--- config.mk ---
export PLATFORM = sky130hd
export DESIGN_NAME = elevator_group_look_dispatch
export DESIGN_NICKNAME = d
export VERILOG_FILES = /design/src/sv/egld_pkg.sv /design/src/sv/egld_datapath.sv /design/src/sv/egld_ctrl.sv /design/src/sv/elevator_group_look_dispatch.sv
export SDC_FILE = /design/constraint.sdc
export NUM_CORES = 2
export LEC_CHECK = 0
export ABC_AREA = 1
export BUFFER_PORTS_ARGS = -buffer_cell sky130_fd_sc_hd__buf_2
export CAP_MARGIN = 30
export CORE_MARGIN = 8
export CORE_UTILIZATION = 50
export DETAILED_ROUTE_END_ITERATION = 8
export PLACE_DENSITY = 0.68
export SLEW_MARGIN = 40
export SYNTH_ARGS = -nofsm -noshare
export SYNTH_HDL_FRONTEND = slang
export SYNTH_SLANG_ARGS = --single-unit
--- constraint.sdc ---
create_clock -name clk -period 6.9 [get_ports clk]
set_input_delay 0.345 -clock clk [delete_from_list [all_inputs] [get_ports clk]]
set_output_delay 0.345 -clock clk [all_outputs]
set_load 0.01 [all_outputs]
--- src/sv/egld_pkg.sv ---
// ----------------------------------------------------------------------------
// Elevator group dispatch package
// Shared codes and control/status structures for the dispatch controller.
// ----------------------------------------------------------------------------
package egld_pkg;

  localparam logic [1:0] ACT_HALL = 2'd0;
  localparam logic [1:0] ACT_CAR  = 2'd1;
  localparam logic [1:0] ACT_TICK = 2'd2;

  localparam logic [1:0] KIND_HALL = 2'd0;
  localparam logic [1:0] KIND_CAR  = 2'd1;
  localparam logic [1:0] KIND_TICK = 2'd2;

  localparam logic [1:0] HEAD_UP   = 2'd0;
  localparam logic [1:0] HEAD_DOWN = 2'd1;
  localparam logic [1:0] HEAD_IDLE = 2'd2;

  localparam logic [1:0] ST_OK     = 2'd0;
  localparam logic [1:0] ST_NOCAR  = 2'd1;
  localparam logic [1:0] ST_BADID  = 2'd2;

  localparam logic [1:0] REG_MODE    = 2'd0;
  localparam logic [1:0] REG_ACTIVE  = 2'd1;
  localparam logic [1:0] REG_PENALTY = 2'd2;

  // Commands from the controller to the datapath
  typedef struct packed {
    logic       load;      // capture the input word
    logic       clr_best;  // restart the car search
    logic       eval;      // compare the car under the index
    logic       add_stop;  // apply a stop to the selected car
    logic       move;      // move the car under the index
    logic [2:0] idx;       // car index
    logic       use_best;  // result uses the search winner
  } egld_cmd_t;

  // Status from the datapath to the controller
  typedef struct packed {
    logic [1:0] action;
    logic       found;
  } egld_sts_t;

endpackage

--- src/sv/egld_datapath.sv ---
// ----------------------------------------------------------------------------
// Elevator group dispatch datapath
// Car state, cost comparison, stop maps and result formation.
// ----------------------------------------------------------------------------
module egld_datapath #(
  parameter int NUM_CARS   = 8,
  parameter int NUM_FLOORS = 64
) (
  input  logic                 clk,
  input  logic                 rst_n,
  input  egld_pkg::egld_cmd_t  cmd,
  output egld_pkg::egld_sts_t  sts,
  input  logic [1:0]           in_action,
  input  logic [5:0]           in_floor,
  input  logic                 in_dir,
  input  logic [3:0]           in_car,
  input  logic                 dispatch_mode,
  input  logic [11:0]          reversal_penalty,
  output logic [2:0]           res_car_id,
  output logic [5:0]           res_floor,
  output logic [1:0]           res_heading,
  output logic                 res_door
);

  localparam logic [5:0] TOP = 6'(NUM_FLOORS - 1);

  logic [5:0]  pos_r  [NUM_CARS];
  logic [1:0]  dir_r  [NUM_CARS];
  logic [63:0] up_r   [NUM_CARS];
  logic [63:0] dn_r   [NUM_CARS];

  logic [1:0]  act_r;
  logic [5:0]  flr_r;
  logic [1:0]  want_r;
  logic [2:0]  tgt_r;
  logic        found_r;
  logic [2:0]  best_r;
  logic [12:0] cost_r;
  logic        door_r;

  logic [2:0]  sel;
  logic [5:0]  p;
  logic [5:0]  gap;
  logic [12:0] cost;
  logic        qual;
  logic        ahead;
  logic [63:0] up_n, dn_n;
  logic [5:0]  p_n;
  logic [1:0]  d_n;
  logic        door_n;
  logic [63:0] mask;

  // Heading rule after the stop maps change
  function automatic logic [1:0] heading(input logic [1:0] d, input logic [63:0] u,
                                          input logic [63:0] w);
    logic [1:0] h;
    h = egld_pkg::HEAD_IDLE;
    if (d == egld_pkg::HEAD_UP) begin
      h = (u != 0) ? egld_pkg::HEAD_UP : ((w != 0) ? egld_pkg::HEAD_DOWN : egld_pkg::HEAD_IDLE);
    end else if (d == egld_pkg::HEAD_DOWN) begin
      h = (w != 0) ? egld_pkg::HEAD_DOWN : ((u != 0) ? egld_pkg::HEAD_UP : egld_pkg::HEAD_IDLE);
    end else begin
      h = (u != 0) ? egld_pkg::HEAD_UP : ((w != 0) ? egld_pkg::HEAD_DOWN : egld_pkg::HEAD_IDLE);
    end
    return h;
  endfunction

  assign sel = cmd.use_best ? (act_r == egld_pkg::ACT_HALL ? best_r : tgt_r) : cmd.idx;

  // Cost of the car under the index
  always_comb begin
    p     = pos_r[cmd.idx];
    gap   = (p > flr_r) ? p - flr_r : flr_r - p;
    ahead = (want_r == egld_pkg::HEAD_UP) ? (flr_r >= p) : (flr_r <= p);
    qual  = 1'b1;
    if (dispatch_mode == 1'b0) begin
      if (dir_r[cmd.idx] == egld_pkg::HEAD_IDLE || (dir_r[cmd.idx] == want_r && ahead)) begin
        cost = {7'd0, gap};
      end else begin
        cost = {1'b0, reversal_penalty} + {7'd0, gap};
      end
    end else begin
      cost = {7'd0, gap};
      qual = (dir_r[cmd.idx] == want_r) || (dir_r[cmd.idx] == egld_pkg::HEAD_IDLE);
    end
  end

  // Stop addition or one-floor move for the selected car
  always_comb begin
    p_n    = pos_r[sel];
    up_n   = up_r[sel];
    dn_n   = dn_r[sel];
    d_n    = dir_r[sel];
    door_n = 1'b0;
    mask   = 64'd0;
    if (cmd.add_stop) begin
      if (flr_r == p_n) begin
        door_n = 1'b1;
      end else begin
        if (flr_r > p_n) up_n = up_n | (64'd1 << flr_r);
        else             dn_n = dn_n | (64'd1 << flr_r);
        d_n = heading(d_n, up_n, dn_n);
      end
    end else begin
      if (d_n == egld_pkg::HEAD_UP && up_n != 0) begin
        if (p_n < TOP) p_n = p_n + 6'd1;
        door_n = up_n[p_n];
      end else if (d_n == egld_pkg::HEAD_DOWN && dn_n != 0) begin
        if (p_n > 6'd0) p_n = p_n - 6'd1;
        door_n = dn_n[p_n];
      end
      if (door_n) begin
        mask = 64'd1 << p_n;
        up_n = up_n & ~mask;
        dn_n = dn_n & ~mask;
      end
      d_n = heading(d_n, up_n, dn_n);
    end
  end

  // Car state registers
  always_ff @(posedge clk) begin
    if (!rst_n) begin
      for (int i = 0; i < NUM_CARS; i++) begin
        pos_r[i] <= 6'd0;
        dir_r[i] <= egld_pkg::HEAD_IDLE;
        up_r[i]  <= 64'd0;
        dn_r[i]  <= 64'd0;
      end
    end else if (cmd.add_stop || cmd.move) begin
      pos_r[sel] <= p_n;
      dir_r[sel] <= d_n;
      up_r[sel]  <= up_n;
      dn_r[sel]  <= dn_n;
    end
  end

  // Request capture, search and door flag
  always_ff @(posedge clk) begin
    if (!rst_n) begin
      found_r <= 1'b0;
    end else begin
      if (cmd.clr_best) found_r <= 1'b0;
      else if (cmd.eval && qual && (!found_r || cost < cost_r)) found_r <= 1'b1;
    end
  end

  always_ff @(posedge clk) begin
    if (cmd.load) begin
      act_r  <= in_action;
      flr_r  <= (in_floor > TOP) ? TOP : in_floor;
      want_r <= in_dir ? egld_pkg::HEAD_DOWN : egld_pkg::HEAD_UP;
      tgt_r  <= in_car[2:0];
    end
    if (cmd.eval && qual && (!found_r || cost < cost_r)) begin
      best_r <= cmd.idx;
      cost_r <= cost;
    end
    if (cmd.add_stop || cmd.move) door_r <= door_n;
  end

  assign sts.action  = act_r;
  assign sts.found   = found_r;
  assign res_car_id  = sel;
  assign res_floor   = pos_r[sel];
  assign res_heading = dir_r[sel];
  assign res_door    = door_r;

endmodule

--- src/sv/egld_ctrl.sv ---
// ----------------------------------------------------------------------------
// Elevator group dispatch controller
// Sequences search, stop update, car moves and output words.
// ----------------------------------------------------------------------------
module egld_ctrl (
  input  logic                clk,
  input  logic                rst_n,
  input  logic                in_tvalid,
  output logic                in_tready,
  input  logic [1:0]          in_action,
  input  logic [3:0]          in_car,
  input  logic [3:0]          n_cars,
  input  egld_pkg::egld_sts_t sts,
  output egld_pkg::egld_cmd_t cmd,
  output logic                res_valid,
  input  logic                res_ready,
  output logic [1:0]          res_kind,
  output logic [1:0]          res_status,
  output logic                res_zero,
  output logic                res_last
);

  typedef enum logic [2:0] {S_IDLE, S_SRCH, S_ADD, S_MOVE, S_OUT} state_t;

  state_t     state_r;
  logic [2:0] idx_r;
  logic [1:0] kind_r;
  logic [1:0] stat_r;
  logic       zero_r;
  logic       last_r;
  logic [3:0] idx_ext;

  assign idx_ext   = {1'b0, idx_r};
  assign in_tready = (state_r == S_IDLE);
  assign res_valid = (state_r == S_OUT);
  assign res_kind  = kind_r;
  assign res_status = stat_r;
  assign res_zero  = zero_r;
  assign res_last  = last_r;

  // Command decode; a hall call whose search found no car leaves every car alone
  always_comb begin
    cmd          = '0;
    cmd.idx      = idx_r;
    cmd.load     = (state_r == S_IDLE) && in_tvalid;
    cmd.clr_best = cmd.load;
    cmd.eval     = (state_r == S_SRCH);
    cmd.add_stop = (state_r == S_ADD) && (kind_r != egld_pkg::KIND_HALL || sts.found);
    cmd.move     = (state_r == S_MOVE);
    cmd.use_best = (state_r == S_ADD) || (state_r == S_OUT && kind_r != egld_pkg::KIND_TICK);
  end

  // State and result tags
  always_ff @(posedge clk) begin
    if (!rst_n) begin
      state_r <= S_IDLE;
      idx_r   <= 3'd0;
      kind_r  <= egld_pkg::KIND_HALL;
      stat_r  <= egld_pkg::ST_OK;
      zero_r  <= 1'b0;
      last_r  <= 1'b0;
    end else begin
      case (state_r)
        S_IDLE: begin
          idx_r  <= 3'd0;
          stat_r <= egld_pkg::ST_OK;
          zero_r <= 1'b0;
          last_r <= 1'b1;
          if (in_tvalid) begin
            case (in_action)
              egld_pkg::ACT_HALL: begin
                kind_r <= egld_pkg::KIND_HALL;
                if (n_cars == 4'd0) begin
                  stat_r <= egld_pkg::ST_NOCAR;
                  zero_r <= 1'b1;
                  state_r <= S_OUT;
                end else begin
                  state_r <= S_SRCH;
                end
              end
              egld_pkg::ACT_CAR: begin
                kind_r <= egld_pkg::KIND_CAR;
                if (in_car >= n_cars) begin
                  stat_r <= egld_pkg::ST_BADID;
                  zero_r <= 1'b1;
                  state_r <= S_OUT;
                end else begin
                  state_r <= S_ADD;
                end
              end
              egld_pkg::ACT_TICK: begin
                kind_r <= egld_pkg::KIND_TICK;
                if (n_cars != 4'd0) state_r <= S_MOVE;
              end
              default: state_r <= S_IDLE;
            endcase
          end
        end
        S_SRCH: begin
          if (idx_ext + 4'd1 >= n_cars) begin
            state_r <= S_ADD;
          end else begin
            idx_r <= idx_r + 3'd1;
          end
        end
        S_ADD: begin
          if (!sts.found && kind_r == egld_pkg::KIND_HALL) begin
            stat_r <= egld_pkg::ST_NOCAR;
            zero_r <= 1'b1;
          end
          state_r <= S_OUT;
        end
        S_MOVE: begin
          last_r  <= (idx_ext + 4'd1 >= n_cars);
          state_r <= S_OUT;
        end
        S_OUT: begin
          if (res_ready) begin
            if (kind_r == egld_pkg::KIND_TICK && !last_r) begin
              idx_r   <= idx_r + 3'd1;
              state_r <= S_MOVE;
            end else begin
              state_r <= S_IDLE;
            end
          end
        end
        default: state_r <= S_IDLE;
      endcase
    end
  end

endmodule

--- src/sv/elevator_group_look_dispatch.sv ---
// ----------------------------------------------------------------------------
// Elevator group LOOK dispatch
// Assigns hall and car calls to cars and steps cars on each tick.
// ----------------------------------------------------------------------------
// Hall call: a search over each car in service, the stop update, then the
// output word; a car call skips the search. Tick: one move and one output
// word per car in service. One item in work at a time; a new item is taken
// only once the last output word has been accepted.
// Reset (rst_n, synchronous): all cars at floor 0, idle, no stops;
// registers to LOOK mode, five cars, penalty 1000.
module elevator_group_look_dispatch #(
  parameter int NUM_CARS   = 8,
  parameter int NUM_FLOORS = 64
) (
  input  logic        clk,
  input  logic        rst_n,
  input  logic        in_tvalid,
  output logic        in_tready,
  input  logic [1:0]  in_tuser,  // action[1:0]
  input  logic [15:0] in_tdata,  // floor[5:0], hall_direction[6], car[10:7]
  output logic        out_tvalid,
  input  logic        out_tready,
  output logic [1:0]  out_tuser, // kind[1:0]
  output logic [15:0] out_tdata, // car_id[2:0], car_floor_out[8:3], car_heading[10:9],
                                 // door_opened[11], status[13:12]
  output logic        out_tlast,
  input  logic        cfg_psel,
  input  logic        cfg_penable,
  input  logic        cfg_pwrite,
  input  logic [3:0]  cfg_paddr,
  input  logic [31:0] cfg_pwdata,
  output logic [31:0] cfg_prdata,
  output logic        cfg_pready
);

  logic        mode_r;
  logic [3:0]  active_r;
  logic [11:0] pen_r;
  logic [3:0]  n_cars;
  logic        wr;

  egld_pkg::egld_cmd_t cmd;
  egld_pkg::egld_sts_t sts;
  logic [2:0] r_id;
  logic [5:0] r_floor;
  logic [1:0] r_head;
  logic       r_door;
  logic [1:0] r_kind;
  logic [1:0] r_stat;
  logic       r_zero;

  // Configuration registers
  assign cfg_pready = 1'b1;
  assign wr = cfg_psel && cfg_penable && cfg_pwrite;
  always_ff @(posedge clk) begin
    if (!rst_n) begin
      mode_r   <= 1'b0;
      active_r <= 4'd5;
      pen_r    <= 12'd1000;
    end else if (wr) begin
      case (cfg_paddr[3:2])
        egld_pkg::REG_MODE:    mode_r   <= cfg_pwdata[0];
        egld_pkg::REG_ACTIVE:  active_r <= cfg_pwdata[3:0];
        egld_pkg::REG_PENALTY: pen_r    <= cfg_pwdata[11:0];
        default: ;
      endcase
    end
  end

  always_comb begin
    case (cfg_paddr[3:2])
      egld_pkg::REG_MODE:    cfg_prdata = {31'd0, mode_r};
      egld_pkg::REG_ACTIVE:  cfg_prdata = {28'd0, active_r};
      egld_pkg::REG_PENALTY: cfg_prdata = {20'd0, pen_r};
      default:               cfg_prdata = 32'd0;
    endcase
  end

  assign n_cars = (active_r < 4'(NUM_CARS)) ? active_r : 4'(NUM_CARS);

  egld_ctrl u_ctrl (
    .clk, .rst_n, .in_tvalid, .in_tready,
    .in_action (in_tuser),
    .in_car    (in_tdata[10:7]),
    .n_cars, .sts, .cmd,
    .res_valid (out_tvalid),
    .res_ready (out_tready),
    .res_kind  (r_kind),
    .res_status(r_stat),
    .res_zero  (r_zero),
    .res_last  (out_tlast)
  );

  egld_datapath #(.NUM_CARS(NUM_CARS), .NUM_FLOORS(NUM_FLOORS)) u_dp (
    .clk, .rst_n, .cmd, .sts,
    .in_action (in_tuser),
    .in_floor  (in_tdata[5:0]),
    .in_dir    (in_tdata[6]),
    .in_car    (in_tdata[10:7]),
    .dispatch_mode (mode_r),
    .reversal_penalty (pen_r),
    .res_car_id (r_id),
    .res_floor  (r_floor),
    .res_heading(r_head),
    .res_door   (r_door)
  );

  // Output word; failed requests report a zeroed car
  assign out_tuser = r_kind;
  assign out_tdata = r_zero ? {2'd0, r_stat, 12'd0}
                            : {2'd0, r_stat, r_door, r_head, r_floor, r_id};

endmodule

# Word level (Yosys, flattened, before mapping)
# Memory sizes are Yosys's and may differ from the RTL's. A register that Yosys moved wholly into a read port is not among the register bits.
# Index checks and enable logic that the tools add are counted.
# totals
output_inout_bits	54
ram_bits	1088
reg_bits	60
wordCells	229
inputBits	61
memories	4
romBits	0
latch_bits	0
# op_classes
eq_ne	21
addsub	7
bitwise_logic	6
mul	0
n_div	0
order_cmp	13
shift	2
n_reduce_logical	53
muxes	106
# memory_table
memory	words	word_bits	read_ports	rd_clocked_by_memory_dff	wr	line_no	rtl
u_dp.dn_r	8	64	1	0	8	egld_datapath.sv:30	logic [63:0] dn_r [NUM_CARS];
u_dp.up_r	8	64	1	0	8	egld_datapath.sv:29	logic [63:0] up_r [NUM_CARS];
u_dp.pos_r	8	6	2	1	8	egld_datapath.sv:27	logic [5:0] pos_r [NUM_CARS];
u_dp.dir_r	8	2	2	1	8	egld_datapath.sv:28	logic [1:0] dir_r [NUM_CARS];
# ops
cell	count
$mux 64	16
$reduce_bool 64->1	6
$and 64x64->64	2
$or 64x64->64	2
$reduce_or 64->1	2
$shl 1x6->64 const A	2
$mux 6	13
$not 64->64	1
$mux 3	19
$mux 2	19
$pmux 12 s3	1
$mux 13	2
$mux 1	23
$pmux 3 s3	2
$lt 6x7->1 const B	2
$add 12x6->13	1
$lt 13x13->1	1
$bmux 1 s6	2
$gt 6x6->1	2
$logic_and 1x1->1	12
$logic_not 2->1	6
$mux 12	1
$pmux 3 s4	1
$sub 6x6->6	2
other kinds (38)	68

# Logic depth before layout (Yosys ltp)
# An unclocked memory read counts as a cell.
# logic_depth
depth_word	25
ltp_mapped	43
depth_no_buf	40

# Cells and area by module
# Synthesis repeated with hierarchy kept, for this count alone.
# unflattened
hier_cells	6889
hier_area_um2	60065.1
# modules_own_cells
mod	n_inst	cells_each	seq_area_each_um2	area_each_um2
egld_datapath	1	6542	33562.2	57946.8
elevator_group_look_dispatch	1	186	340.3	1122.3
egld_ctrl	1	161	240.2	996.0

# Worst setup path after synthesis
# OpenSTA, ideal clock, no wires.
# synth_path
kind	register -> register
from	register (tool-made name)
to	register u_dp.best_r[0], enable pin
n_path_buf	3
setup_ns	0.414
required_ns	6.486
arrival_time_ns	6.647
setup_slack_ns	-0.161
path_stages_with_launch	39
period_less_slack_ns	7.061
cell_sequence	dfxtp_1 -> clkbuf_1 -> clkbuf_1 -> clkbuf_1 -> a21oi_1 -> o21ai_0 -> o21ai_0 -> nand2_1 -> o21ai_0 -> inv_1 -> ha_1 -> inv_1 -> fa_1 -> a221oi_1 -> o21ai_0 -> nand2_1 -> mux2_2 -> xor2_1 -> [3 not listed] -> o31ai_1 -> a21o_1 -> a21oi_1 -> nor2_1 -> o21ai_0 -> nor2_1 -> inv_1 -> nor2_1 -> nand2_1 -> nor2_1 -> xor2_1 -> nor2_1 -> ha_1 -> nand2_1 -> nor2_1 -> nand3_1 -> o2111ai_1 -> a21boi_0
# synth_rtl
element	line_no	rtl
to (signal assigned)	egld_datapath.sv:156	best_r <= cmd.idx;
to (decl)	egld_datapath.sv:37	logic [2:0] best_r;

==> results.md <==
- Final worst slack: 0.2364 ns
- Synth warnings: 0
- Post-synth EDFFs: ~1100
- Global-route usage over all layers: 0.3053
- Hold WS: 0.09785 ns
- Post-Syn Instances: 7259
- Total number of vias: between 50000 and 60000
- Worst slew pin tran: 0.9271 ns
- Global-route wire length before repair: 311400 um
- Commonest non-fill, non-tap cell in the layout: nand2_1
- Max Cap Viol: 0
- Initial antenna violation count: 5
- Vias in the first global route: 48690
- Die ar.: about 130000 sq um
- Cts bufs inserted: about 120
- H-tree depth: 3
- Post-DP HPWL: 136400 um
- Post-synth cell types: 58
- Synth top area share: 0.5460
- Required @ worst endpoint: 7.40 ns
- Setup violations, final: 0
- Largest stage delay on the critical path: 0.48 ns
- Multi-input logic area: between 20000 and 25000 sq um
- Fillcell total: 10770
- Crit path max-delay cell type: nand4_1
- Die height: 366.5 um
- Area Growth Syn to Fin: 12.42%
- Commonest non-fill, non-tap cells in the layout: nand2_1 (1638), nor2_1 (1552), edfxtp_1 (1117), inv_1 (877), nand3_1 (365)
- Via/cell ratio: 5.648
- RSZ-0062 raised after global routing: yes
- Wirelength per Cell: approximately 23 um
- Storage element area: 34200 sq um
- Synth area leaders: edfxtp_1 (55%), nand2_1 (10%), nor2_1 (9.6%)
- Antenna viol nets, final: 0
- Fin cells: between 9000 and 10000
- Post-route DRC: 0
- Dpl cells: 8840
- Final wirelength: 212400 um
- Clock root buffer: clkbuf_16
- FFs w/ async S/R, synth: 0
- Die width: 366.5 um
- Status: complete, no violations
- Clk_skew: slightly above 0.03 ns
- Post-Syn Area: approximately 61000 sq um
- Arrival @ worst endpoint: 7.16 ns
- Ys flop type: edfxtp_1
- Initial core utilization: 0.5041
- Hold Path Class: input port to flop
- Placer Congestion: 1.116
- Register area share after synthesis: 0.5567
- Pins Over Slew Limit: 0
- Port buffer count: 64
- CTS tree: yes
- Clk_lat worst skew: just under 0.8 ns
- Relative slew slack: 0.3819
- CTS Buffer Depth: 3
- Pre-CTS WS: 0.3393 ns
- Clock sink count: 1150
- Fmax: between 150 and 200 MHz
- Largest net degree at the start of global routing: about 110
- Post-synth top area cell: edfxtp_1
- Worst setup path class: flop to flop
- Seq cells post-synth: 1150
- Minimum clock period: 6.664 ns
- Drt pass-1 iters: 6
- Initial DRC Count: 6406
- Row Count: 128
- Crit path max fanout: 37
- Layout net count: 7482
- Share of layout cells above drive strength 1: 0.09950
- Hold Violations, Final: 0
- Io pins: 115
- Clk slew on worst S/H paths: about 0.07 ns
- Average size of a mapped cell: between 8 and 9 sq um
- Worst Setup End Kind: flop
- CP dominant cell by count: nand2_1
- GRT overflow: 0
- Core Footprint: 121900 sq um
- Final period utilization: 0.9657
- Worst setup SP type: flop
[cell usage after synthesis (3+ instances only)]
cell type	n
edfxtp_1	1117
buf_6	18
nor4_1	14
nor2_4	10
o21a_1	3
buf_1	17
o311ai_1	3
a211oi_1	5
nand3b_1	14
a21oi_1	143
nand3_1	365
a31oi_1	32
ha_1	48
nand2_1	1647
clkinv_1	10
fa_1	3
nand2_2	14
inv_2	27
o21ai_2	5
dfxtp_1	33
o21bai_1	3
inv_1	880
nand4_1	48
nand2_4	3
o211ai_1	245
buf_2	119
or2_2	95
or2_1	96
o31ai_1	7
o22ai_1	10
nor2_1	1569
a21o_1	23
nor3_1	15
nor2_2	11
o21ai_0	166
xor2_1	9
buf_4	59
or2_0	19
o21ai_1	123
clkbuf_1	205
nand3_2	4
[path summary, 6_finish.rpt]
kind	slack (ns)	from	depth (start not counted)	endpoint
setup / recovery	0.24	u_dp.act_r[1]	35	u_dp.dir_r[1][0]
hold / removal	0.1	cfg_pwrite	4	active_r[2]
setup reg to reg	0.24	u_dp.act_r[1]	35	u_dp.dir_r[1][0]
hold reg to reg	0.46	u_ctrl.res_status[1]	2	u_ctrl.res_status[1]
[critical path: cells and delay by family (launching register included)]
kind	cells	cell delay, ns
and+or+nand+nor	28	4.72
DFF	1	0.42
AOI/OAI and AO/OA	2	0.32
buffers and inverters	5	0.88
[metal layers]
layer | part of all wire | track usage
met2 | 0.46 | 0.4939
met4 | 0.046 | 0.1298
met1 | 0.39 | 0.4034
met5 | 0.00012 | 0
met3 | 0.10 | 0.05664
[stage by stage]
stage | util | setup TNS, ns | cell area, sq um
3_3_place_gp | 0.5310 | 0 | 64710
5_1_grt | 0.5666 | -0.003488 | 69060
4_1_cts | 0.5655 | 0 | 68920
2_1_floorplan | - | 0 | 61520
3_5_place_dp | 0.5319 | 0 | 64830
6_report | 0.5667 | 0 | 69070
[flip-flops by register name (all words and copies together) (netlist names), 4 cells and up, named ones only]
register / flops
active_r: 4
pen_r: 12
u_dp.cost_r: 13
u_dp.dir_r: 16
u_dp.dn_r: 512
u_dp.flr_r: 6
u_dp.pos_r: 48
u_dp.up_r: 512
[cells by family (layout without fill, tap and decap cells)]
| group | Yosys count | in the layout | synth area share |
|---|---|---|---|
| adder cells (fa/ha/maj) | 51 | 51 | 0.01075 |
| other | 2 | 26 | 0.0001222 |
| AO/OA/AOI/OAI | 778 | 778 | 0.07711 |
| multiplexers | 2 | 2 | 0.0003462 |
| XOR/XNOR | 11 | 11 | 0.001568 |
| flip-flops | 1150 | 1150 | 0.5567 |
| buffers and inverters | 1336 | 1523 | 0.08987 |
| AND/OR/NAND/NOR | 3929 | 3929 | 0.2635 |
[area by class of cell]
class	instances	area share
Timing Repair Buffer	389	0.05040
Tap cell	1625	0.02944
Antenna cell	3	0.0001087
Inverter	917	0.05020
Multi-Input combinational cell	4794	0.3197
Clock inverter	76	0.01065
Sequential cell	1150	0.4952
Clock buffer	141	0.04431
[what timing repair did]
action / CTS / global route
endpoints found under the setup margin: 0 / 32
resized for setup: 0 / 13
hold endpoints to repair: 37 / 0
hold buffers: 30 / 0
setup buffers: 0 / 4
Power is left out: the tool's default activity adds up to more than one toggle a clock period on the data nets, which glitch-free logic cannot reach.
